$ cat config.mk
export PLATFORM = sky130hd
export DESIGN_NAME = mackey_glass_series_generator_unit
export DESIGN_NICKNAME = d
export VERILOG_FILES = /design/src/rtl/mgs_pkg.sv /design/src/rtl/mgs_powdiv.sv /design/src/rtl/mackey_glass_series_generator_unit.sv
export SDC_FILE = /design/constraint.sdc
export NUM_CORES = 2
export LEC_CHECK = 0
export BUFFER_PORTS_ARGS = -buffer_cell sky130_fd_sc_hd__buf_2
export CAP_MARGIN = 20
export CORE_AREA = 2 2 392 394
export CTS_CLUSTER_SIZE = 16
export DETAILED_ROUTE_END_ITERATION = 8
export DIE_AREA = 0 0 394 396
export SYNTH_ARGS = -nofsm -noshare
export SYNTH_HDL_FRONTEND = slang
export SYNTH_SLANG_ARGS = --single-unit
$ cat constraint.sdc
create_clock -name clock -period 25.3 [get_ports clock]
set_input_delay 2.53 -clock clock [delete_from_list [all_inputs] [get_ports clock]]
set_output_delay 2.53 -clock clock [all_outputs]
set_load 0.02 [all_outputs]
$ cat src/rtl/mgs_pkg.sv
// shared constants, types and state encodings for the mackey-glass series generator
// no dependencies; used by mgs_powdiv and mackey_glass_series_generator_unit
package mgs_pkg;

   localparam int MAX_DELAY_DEF     = 31;
   localparam int FRACTION_BITS_DEF = 16;
   localparam int POWER_INT_BITS    = 20;

   localparam int          DELAY_W     = 5;
   localparam logic [4:0]  DELAY_RESET = 5'd17;

   localparam logic CMD_LOAD = 1'b0;
   localparam logic CMD_STEP = 1'b1;

   typedef enum logic [2:0] {
      ST_IDLE,
      ST_RD_X,
      ST_RD_D,
      ST_START,
      ST_CALC,
      ST_OUT
   } mgs_state_type;

   typedef enum logic [2:0] {
      UT_IDLE,
      UT_MUL,
      UT_FIN,
      UT_DEN,
      UT_DIV,
      UT_DONE
   } mgs_unit_state_type;

   typedef enum logic [1:0] {
      MUL_D2,
      MUL_D4,
      MUL_D8,
      MUL_D10
   } mgs_mul_idx_type;

   typedef struct packed {
      logic done;
      logic clip;
   } mgs_unit_stat_type;

endpackage

$ cat src/rtl/mgs_powdiv.sv
// shared arithmetic unit: saturating d^10 on one partial-product multiplier,
// then restoring division d*2^F / (5*(2^F + d^10)); depends on mgs_pkg
module mgs_powdiv #(
   parameter int FRACTION_BITS = mgs_pkg::FRACTION_BITS_DEF
) (
   input  logic                          clock,
   input  logic                          reset,
   input  logic                          start,
   input  logic [FRACTION_BITS+1:0]      d_in,
   output mgs_pkg::mgs_unit_stat_type    stat,
   output logic [FRACTION_BITS+1:0]      feedback
);

   localparam int F   = FRACTION_BITS;
   localparam int VB  = F + 2;
   localparam int IB  = mgs_pkg::POWER_INT_BITS;
   localparam int PW  = IB + F;
   localparam int AW  = PW + 2;
   localparam int LW  = (IB > F) ? IB : F;
   localparam int DW  = PW + 4;
   localparam int CW  = $clog2(VB);

   mgs_pkg::mgs_unit_state_type state_ff, state_in;
   mgs_pkg::mgs_mul_idx_type    mul_idx_ff;

   logic [PW-1:0]   op_a_ff, op_b_ff, d2_ff;
   logic [VB-1:0]   d_ff;
   logic [2:0]      step_ff;
   logic [AW-1:0]   acc_ff, term;
   logic            ovf_ff, clip_ff;
   logic [2*LW-1:0] prod_ff, prod_in;
   logic [LW-1:0]   mul_a, mul_b;
   logic [PW-1:0]   mul_res;
   logic            mul_clip;
   logic [DW-1:0]   den_ff, rem_ff;
   logic [PW:0]     den_sum;
   logic [DW:0]     rem_sh, rem_sub;
   logic            rem_ge;
   logic [VB-1:0]   num_ff, quo_ff;
   logic [CW-1:0]   cnt_ff;

   // partial product select: hi*hi, hi*lo, lo*hi, lo*lo
   always_comb begin
      unique case (step_ff)
         3'd0: begin
            mul_a = LW'(op_a_ff[PW-1:F]);
            mul_b = LW'(op_b_ff[PW-1:F]);
         end
         3'd1: begin
            mul_a = LW'(op_a_ff[PW-1:F]);
            mul_b = LW'(op_b_ff[F-1:0]);
         end
         3'd2: begin
            mul_a = LW'(op_a_ff[F-1:0]);
            mul_b = LW'(op_b_ff[PW-1:F]);
         end
         default: begin
            mul_a = LW'(op_a_ff[F-1:0]);
            mul_b = LW'(op_b_ff[F-1:0]);
         end
      endcase
   end

   assign prod_in = mul_a * mul_b;

   // align the previous partial product
   always_comb begin
      unique case (step_ff)
         3'd1:    term = AW'({prod_ff[IB-1:0], {F{1'b0}}});
         3'd2,
         3'd3:    term = AW'(prod_ff[PW-1:0]);
         3'd4:    term = AW'(prod_ff[2*F-1:F]);
         default: term = '0;
      endcase
   end

   assign mul_clip = ovf_ff || (acc_ff[AW-1:PW] != '0);
   assign mul_res  = mul_clip ? {PW{1'b1}} : acc_ff[PW-1:0];

   assign den_sum = (PW+1)'(op_a_ff) + ((PW+1)'(1) << F);
   assign rem_sh  = {rem_ff, num_ff[VB-1]};
   assign rem_ge  = rem_sh >= {1'b0, den_ff};
   assign rem_sub = rem_sh - {1'b0, den_ff};

   // next state
   always_comb begin
      state_in = state_ff;
      unique case (state_ff)
         mgs_pkg::UT_IDLE: if (start) state_in = mgs_pkg::UT_MUL;
         mgs_pkg::UT_MUL:  if (step_ff == 3'd4) state_in = mgs_pkg::UT_FIN;
         mgs_pkg::UT_FIN: begin
            if (mul_idx_ff == mgs_pkg::MUL_D10) state_in = mgs_pkg::UT_DEN;
            else state_in = mgs_pkg::UT_MUL;
         end
         mgs_pkg::UT_DEN:  state_in = mgs_pkg::UT_DIV;
         mgs_pkg::UT_DIV:  if (cnt_ff == CW'(VB - 1)) state_in = mgs_pkg::UT_DONE;
         mgs_pkg::UT_DONE: state_in = mgs_pkg::UT_IDLE;
         default:          state_in = mgs_pkg::UT_IDLE;
      endcase
   end

   // outputs
   always_comb begin
      stat.done = (state_ff == mgs_pkg::UT_DONE);
      stat.clip = clip_ff;
      feedback  = quo_ff;
   end

   always_ff @(posedge clock) begin
      if (reset) begin
         state_ff <= mgs_pkg::UT_IDLE;
      end else begin
         state_ff <= state_in;
      end
   end

   always_ff @(posedge clock) begin
      unique case (state_ff)
         mgs_pkg::UT_IDLE: begin
            if (start) begin
               d_ff       <= d_in;
               op_a_ff    <= PW'(d_in);
               op_b_ff    <= PW'(d_in);
               clip_ff    <= 1'b0;
               mul_idx_ff <= mgs_pkg::MUL_D2;
               step_ff    <= 3'd0;
               acc_ff     <= '0;
               ovf_ff     <= 1'b0;
            end
         end
         mgs_pkg::UT_MUL: begin
            prod_ff <= prod_in;
            acc_ff  <= acc_ff + term;
            if (step_ff == 3'd1 && prod_ff[2*LW-1:IB] != '0) ovf_ff <= 1'b1;
            step_ff <= step_ff + 3'd1;
         end
         mgs_pkg::UT_FIN: begin
            clip_ff <= clip_ff | mul_clip;
            step_ff <= 3'd0;
            acc_ff  <= '0;
            ovf_ff  <= 1'b0;
            unique case (mul_idx_ff)
               mgs_pkg::MUL_D2: begin
                  d2_ff      <= mul_res;
                  op_a_ff    <= mul_res;
                  op_b_ff    <= mul_res;
                  mul_idx_ff <= mgs_pkg::MUL_D4;
               end
               mgs_pkg::MUL_D4: begin
                  op_a_ff    <= mul_res;
                  op_b_ff    <= mul_res;
                  mul_idx_ff <= mgs_pkg::MUL_D8;
               end
               mgs_pkg::MUL_D8: begin
                  op_a_ff    <= mul_res;
                  op_b_ff    <= d2_ff;
                  mul_idx_ff <= mgs_pkg::MUL_D10;
               end
               default: begin
                  op_a_ff    <= mul_res;
               end
            endcase
         end
         mgs_pkg::UT_DEN: begin
            den_ff <= DW'({den_sum, 2'b00}) + DW'(den_sum);
            rem_ff <= DW'(d_ff[VB-1:2]);
            num_ff <= {d_ff[1:0], {F{1'b0}}};
            quo_ff <= '0;
            cnt_ff <= '0;
         end
         mgs_pkg::UT_DIV: begin
            rem_ff <= rem_ge ? rem_sub[DW-1:0] : rem_sh[DW-1:0];
            quo_ff <= {quo_ff[VB-2:0], rem_ge};
            num_ff <= {num_ff[VB-2:0], 1'b0};
            cnt_ff <= cnt_ff + CW'(1);
         end
         default: begin
         end
      endcase
   end

   a_start_idle: assert property (@(posedge clock) disable iff (reset)
      start |-> state_ff == mgs_pkg::UT_IDLE)
      else $error("start while unit busy");

   a_done_pulse: assert property (@(posedge clock) disable iff (reset)
      stat.done |=> !stat.done)
      else $error("done longer than one cycle");

   a_rem_bound: assert property (@(posedge clock) disable iff (reset)
      state_ff == mgs_pkg::UT_DIV |-> rem_ff < den_ff)
      else $error("partial remainder not below divisor");

endmodule

$ cat src/rtl/mackey_glass_series_generator_unit.sv
// Mackey-Glass series generator. A load word (tuser 0) writes one history
// sample into the delay-line memory. A step word (tuser 1) reads x and the
// delayed d from the memory and runs d^10 and the feedback division on the
// shared mgs_powdiv unit, with four partial products per power and one
// quotient bit per cycle; one step at a time.
// A finished result waits in an output register while the next word is taken.
// Depends on mgs_pkg and mgs_powdiv.
module mackey_glass_series_generator_unit #(
   parameter int MAX_DELAY     = mgs_pkg::MAX_DELAY_DEF,
   parameter int FRACTION_BITS = mgs_pkg::FRACTION_BITS_DEF
) (
   input  logic                                  clock,
   input  logic                                  reset,
   input  logic                                  req_tvalid,
   output logic                                  req_tready,
   // history_value
   input  logic [((FRACTION_BITS+2+7)/8)*8-1:0]  req_tdata,
   // cmd
   input  logic                                  req_tuser,
   output logic                                  rsp_tvalid,
   input  logic                                  rsp_tready,
   // next_value
   output logic [((FRACTION_BITS+2+7)/8)*8-1:0]  rsp_tdata,
   // saturated
   output logic                                  rsp_tuser,
   input  logic                                  csr_valid,
   output logic                                  csr_ready,
   input  logic [mgs_pkg::DELAY_W-1:0]           csr_wdata
);

   localparam int F      = FRACTION_BITS;
   localparam int VB     = F + 2;
   localparam int DATA_W = ((VB + 7) / 8) * 8;
   localparam int DEPTH  = MAX_DELAY + 1;
   localparam int IDX_W  = (DEPTH > 1) ? $clog2(DEPTH) : 1;
   localparam int S10    = VB + 3;
   localparam logic [VB-1:0] DIV10_MUL = VB'((64'd1 << S10) / 64'd10);

   mgs_pkg::mgs_state_type state_ff, state_in;

   logic [mgs_pkg::DELAY_W-1:0] delay_ff;
   logic [IDX_W-1:0]  wp_ff, wp_in, cur_idx, old_idx, tau, rd_addr, wr_addr;
   logic [IDX_W:0]    old_wrap;
   logic [VB-1:0]     mem [DEPTH];
   logic [DEPTH-1:0]  vld_ff;
   logic [VB-1:0]     rd_data_ff, rd_value, wr_data;
   logic              rd_vld_ff;
   logic              mem_we, accept, load_rsp, out_free, unit_start;

   logic [VB-1:0]     x_ff, decay_ff, fb;
   logic [2*VB-1:0]   xm_ff;
   logic [VB-4:0]     q0;
   logic [VB:0]       rem10;
   logic [VB:0]       sum;
   logic              sum_sat;
   logic [VB-1:0]     next_value;

   logic              rsp_valid_ff;
   logic [VB-1:0]     rsp_value_ff;
   logic              rsp_sat_ff;

   mgs_pkg::mgs_unit_stat_type stat;

   mgs_powdiv #(
      .FRACTION_BITS(FRACTION_BITS)
   ) u_powdiv (
      .clock    (clock),
      .reset    (reset),
      .start    (unit_start),
      .d_in     (rd_value),
      .stat     (stat),
      .feedback (fb)
   );

   // csr
   assign csr_ready = 1'b1;

   always_ff @(posedge clock) begin
      if (reset) begin
         delay_ff <= mgs_pkg::DELAY_RESET;
      end else if (csr_valid && csr_ready) begin
         delay_ff <= csr_wdata;
      end
   end

   // delay-line addressing
   always_comb begin
      if (delay_ff == '0) tau = IDX_W'(1);
      else if (int'(delay_ff) > MAX_DELAY) tau = IDX_W'(MAX_DELAY);
      else tau = IDX_W'(delay_ff);
      cur_idx  = (wp_ff == '0) ? IDX_W'(MAX_DELAY) : wp_ff - IDX_W'(1);
      old_wrap = {1'b0, cur_idx} + (IDX_W+1)'(DEPTH) - {1'b0, tau};
      old_idx  = (cur_idx >= tau) ? cur_idx - tau : old_wrap[IDX_W-1:0];
      wp_in    = (wp_ff == IDX_W'(MAX_DELAY)) ? '0 : wp_ff + IDX_W'(1);
      rd_addr  = (state_ff == mgs_pkg::ST_RD_X) ? cur_idx : old_idx;
      wr_addr  = wp_ff;
      wr_data  = (state_ff == mgs_pkg::ST_OUT) ? next_value : req_tdata[VB-1:0];
      rd_value = rd_vld_ff ? rd_data_ff : '0;
   end

   // delay-line memory
   always_ff @(posedge clock) begin
      if (mem_we) mem[wr_addr] <= wr_data;
      rd_data_ff <= mem[rd_addr];
   end

   always_ff @(posedge clock) begin
      if (reset) begin
         vld_ff    <= '0;
         wp_ff     <= '0;
         rd_vld_ff <= 1'b0;
      end else begin
         rd_vld_ff <= vld_ff[rd_addr];
         if (mem_we) begin
            vld_ff[wr_addr] <= 1'b1;
            wp_ff           <= wp_in;
         end
      end
   end

   // decay term floor(x/10) by reciprocal multiply and one correction
   assign q0    = xm_ff[2*VB-1:S10];
   assign rem10 = (VB+1)'(x_ff) - (((VB+1)'(q0) << 3) + ((VB+1)'(q0) << 1));

   always_ff @(posedge clock) begin
      if (state_ff == mgs_pkg::ST_RD_D) x_ff <= rd_value;
      xm_ff    <= x_ff * DIV10_MUL;
      decay_ff <= VB'(q0) + VB'(rem10 >= (VB+1)'(10));
   end

   assign sum        = (VB+1)'(x_ff) - (VB+1)'(decay_ff) + (VB+1)'(fb);
   assign sum_sat    = sum[VB];
   assign next_value = sum_sat ? {VB{1'b1}} : sum[VB-1:0];

   // control
   assign out_free = !rsp_valid_ff || rsp_tready;
   assign accept   = req_tvalid && req_tready;

   always_comb begin
      state_in = state_ff;
      unique case (state_ff)
         mgs_pkg::ST_IDLE: begin
            if (accept && req_tuser == mgs_pkg::CMD_STEP) state_in = mgs_pkg::ST_RD_X;
         end
         mgs_pkg::ST_RD_X:  state_in = mgs_pkg::ST_RD_D;
         mgs_pkg::ST_RD_D:  state_in = mgs_pkg::ST_START;
         mgs_pkg::ST_START: state_in = mgs_pkg::ST_CALC;
         mgs_pkg::ST_CALC:  if (stat.done) state_in = mgs_pkg::ST_OUT;
         mgs_pkg::ST_OUT:   if (out_free) state_in = mgs_pkg::ST_IDLE;
         default:           state_in = mgs_pkg::ST_IDLE;
      endcase
   end

   always_comb begin
      req_tready = (state_ff == mgs_pkg::ST_IDLE);
      unit_start = (state_ff == mgs_pkg::ST_START);
      load_rsp   = (state_ff == mgs_pkg::ST_OUT) && out_free;
      mem_we     = load_rsp ||
                   (accept && req_tuser == mgs_pkg::CMD_LOAD);
   end

   always_ff @(posedge clock) begin
      if (reset) begin
         state_ff <= mgs_pkg::ST_IDLE;
      end else begin
         state_ff <= state_in;
      end
   end

   // output register
   always_ff @(posedge clock) begin
      if (reset) begin
         rsp_valid_ff <= 1'b0;
      end else if (load_rsp) begin
         rsp_valid_ff <= 1'b1;
      end else if (rsp_tready) begin
         rsp_valid_ff <= 1'b0;
      end
   end

   always_ff @(posedge clock) begin
      if (load_rsp) begin
         rsp_value_ff <= next_value;
         rsp_sat_ff   <= stat.clip | sum_sat;
      end
   end

   assign rsp_tvalid = rsp_valid_ff;
   assign rsp_tdata  = DATA_W'(rsp_value_ff);
   assign rsp_tuser  = rsp_sat_ff;

   a_wp_range: assert property (@(posedge clock) disable iff (reset)
      int'(wp_ff) <= MAX_DELAY)
      else $error("write pointer out of range");

   a_wp_advance: assert property (@(posedge clock) disable iff (reset)
      ($past(mem_we) && !$past(reset)) |->
         wp_ff == (($past(wp_ff) == IDX_W'(MAX_DELAY)) ? '0 : $past(wp_ff) + IDX_W'(1)))
      else $error("write pointer did not advance on write");

   a_step_reads: assert property (@(posedge clock) disable iff (reset)
      (accept && req_tuser == mgs_pkg::CMD_STEP) |=> state_ff == mgs_pkg::ST_RD_X)
      else $error("step word did not start a read");

endmodule

==> impl_metrics.yaml <==
placement:
  dp_hpwl_mm: 121.0
  io_buffers: 49
  placed_cell_area_sq_mm: 0.07065
  place_congestion: 0.9056
finish:
  utilization_pct: 49.16
  drive_gt1_share_pct: 6.876
  final-seq-area_sq_mm: 0.02988
  fin_area_sq_mm: 0.07451
  num-nets-final: 7289
  areaGrowthSynthToFinish_pct: 9.948
  fillers: 13615
  multiInputGateArea_sq_mm: 0.03415
sta:
  drv_slew: 0
  grt_setup_unrepaired: "no"
  period_share_pct: 35.10
  worst_pin_slew_ns: 1.174
  slew_headroom_pct: 21.72
  finClkSkew_ns: 0.07781
  clock.fmax_mhz: 112.6
  whs_ns: 0.4597
  hold_violations: 0
  setup_viol: 0
  fin_setup_tns_ns: 0
  final.min_clock_period_ns: 8.881
worst_setup_path:
  r2r-start: "u_powdiv.step_ff[0]$_SDFFCE_PN0P_"
  r2r-end: "u_powdiv.prod_ff[39]$_DFFE_PP_"
  crit_path_end_kind: "flip-flop"
  rr_worst_depth: 30
  start_kind: "flip-flop"
  crit_type: "flip-flop to flip-flop"
  critPathMostFrequentCell: "fa_1"
  max_stage_delay_ns: 0.57
  r2r_slack_ns: 16.42
  cp_max_fo: 29
  slowest_stage: "fa_1"
  cp.arrival_ns: 9.31
  required_ns: 25.73
floorplan:
  die_y_microns: 396
  die_w_microns: 394
  die-area_sq_mm: 0.1560
  start_util_pct: 44.72
  core_area_sq_mm: 0.1515
  rows: 143
  io_pins: 63
clocking:
  cts_tree: "built"
  cts_buffers: 106
  clk_path_buf_depth: 3
  cts_resized: 0
  htree_levels: 3
  cts_root_buffer: "clkbuf_16"
  clock_latency_ns: 0.75
  cts_sinks: 1028
  clkTransAtPathRegs_ns: 0.06
  postCtsSetupBuffers: 0
  hold_buffers: 0
grt:
  grt_util_all_layers_pct: 22.15
  antenna_found_initial: 5
  grt_util_met1_pct: 30.50
  grt_pass1_vias: 45822
  grt_max_degree: 156
  use_met3_pct: 2.630
  grt_pass1_wl_mm: 268.0
  busiest_layer: "met2"
  grt_util_met2_pct: 37.11
  gr-total-overflow: 0
yosys:
  yosysTopAreaCell: "edfxtp_1"
  synthTopCellsByCount: "edfxtp_1 (929), inv_1 (807), nand2_1 (697)"
  synth_edf_count: 929
  ys_types: 88
  syn-mean-instance-area_sq_um: 10.71
  yosysSeqAreaShare_pct: 44.09
  ys_seq_elements: 1028
  async_flop_share_pct: 0
  syn_inst: 6330
  yosysMostFrequentCell: "edfxtp_1"
  synthTopCellsByArea: "edfxtp_1 (41%), fa_1 (14%), ha_1 (8.7%)"
  ys_warn_count: 0
  yosys_most_used_dff: "edfxtp_1"
  synth_top_area_share_pct: 41.17
  synth.cell_area_sq_mm: 0.06777
route:
  drc: 0
  ant_nets: 0
  wl_per_cell_microns: 20.40
  drt_iter0_markers: 3435
  vias: 46043
  via_per_inst: 5.452
  firstDrtPassIters: 6
  routed_wl_mm: 172.2
min_path:
  min_to: "vld_ff[3]$_SDFFE_PP0N_"
  hold_depth: 1
  min_from: "vld_ff[3]$_SDFFE_PP0N_"
  hp-class: "flip-flop to flip-flop"
job:
  drv_cap: 0
run_status:
  status: "complete, no violations"
==> cell usage in the layout (no fill, tap or decap), types with 72 or more instances in the layout <==
cell	n
a211oi_1	238
a21o_1	117
a21oi_1	266
a311oi_1	78
a31oi_1	92
and2_0	98
and2_1	97
buf_4	104
clkbuf_16	109
dfxtp_1	99
edfxtp_1	929
fa_1	463
ha_1	470
inv_1	806
nand2_1	696
nor2_1	613
o21ai_0	138
xnor2_1	138
xor2_1	72
==> how the worst max path moves through the flow <==
stage | cells past startpoint | slack [ns] | from | end
2_1_floorplan | 30 | 17.19 | u_powdiv.step_ff[0]$_SDFFCE_PN0P_ | u_powdiv.prod_ff[38]$_DFFE_PP_
3_3_place_gp | 28 | 16.30 | u_powdiv.step_ff[2]$_SDFFCE_PN0P_ | u_powdiv.prod_ff[39]$_DFFE_PP_
3_5_place_dp | 29 | 16.25 | u_powdiv.step_ff[0]$_SDFFCE_PN0P_ | u_powdiv.prod_ff[39]$_DFFE_PP_
4_1_cts | 29 | 16.11 | u_powdiv.step_ff[0]$_SDFFCE_PN0P_ | u_powdiv.prod_ff[39]$_DFFE_PP_
5_1_grt | 30 | 15.98 | u_powdiv.step_ff[0]$_SDFFCE_PN0P_ | u_powdiv.prod_ff[39]$_DFFE_PP_
6_report | 30 | 16.42 | u_powdiv.step_ff[0]$_SDFFCE_PN0P_ | u_powdiv.prod_ff[39]$_DFFE_PP_
==> state kept, by name, summed over array words and instances, names as in the netlist, 36 cells and up <==
register / count
mem: 576
u_powdiv.den_ff: 40
u_powdiv.prod_ff: 40
u_powdiv.rem_ff: 40
u_powdiv.acc_ff: 38
u_powdiv.d2_ff: 36
u_powdiv.op_a_ff: 36
u_powdiv.op_b_ff: 36
==> cell families after synthesis <==
logic type                 synth area share (%)
xor gates and xnor gates                  2.740
DFF                                       44.09
AOI/OAI and AO/OA                         11.70
and+or+nand+nor                           11.65
other                                   0.01108
adders and majority gates                 22.37
buffers and inverters                     6.189
muxes                                     1.237
==> per-stage QoR <==
stage | instances | setup slack [ns]
global route | 8445 | 15.98
detailed placement | 8239 | 16.25
floorplan | 6335 | 17.19
global placement | 8236 | 16.30
finish | 8445 | 16.42
CTS | 8441 | 16.11
==> layout make-up <==
type,count,share of cell area (%)
timing repair buffer,157,1.473
antenna,1,0.003359
tap,2030,3.409
clock buffer,146,4.022
clock inverter,56,1.083
sequential,1028,40.10
inverter,809,4.076
multi-input combinational,4218,45.83
==> metal layers <==
| metal | share of wire (%) | up-vias |
|---|---|---|
| li1 | - | 21714 |
| met1 | 44 | 22915 |
| met2 | 48 | 1166 |
| met3 | 5.3 | 248 |
| met4 | 2.7 | 0 |
| met5 | 0 | - |
==> critical path: cells and delay by family, from the launching register on <==
family	cells	cell delay [ns]
DFF	1	0.47
AOI/OAI and AO/OA	8	1.69
buffers and inverters	7	0.76
xor gates and xnor gates	1	0.12
adders and majority gates	9	4.18
and+or+nand+nor	5	1.28
Power is left out: the tool's default activity adds up to more than one toggle a clock period on the data nets, which glitch-free logic cannot reach.
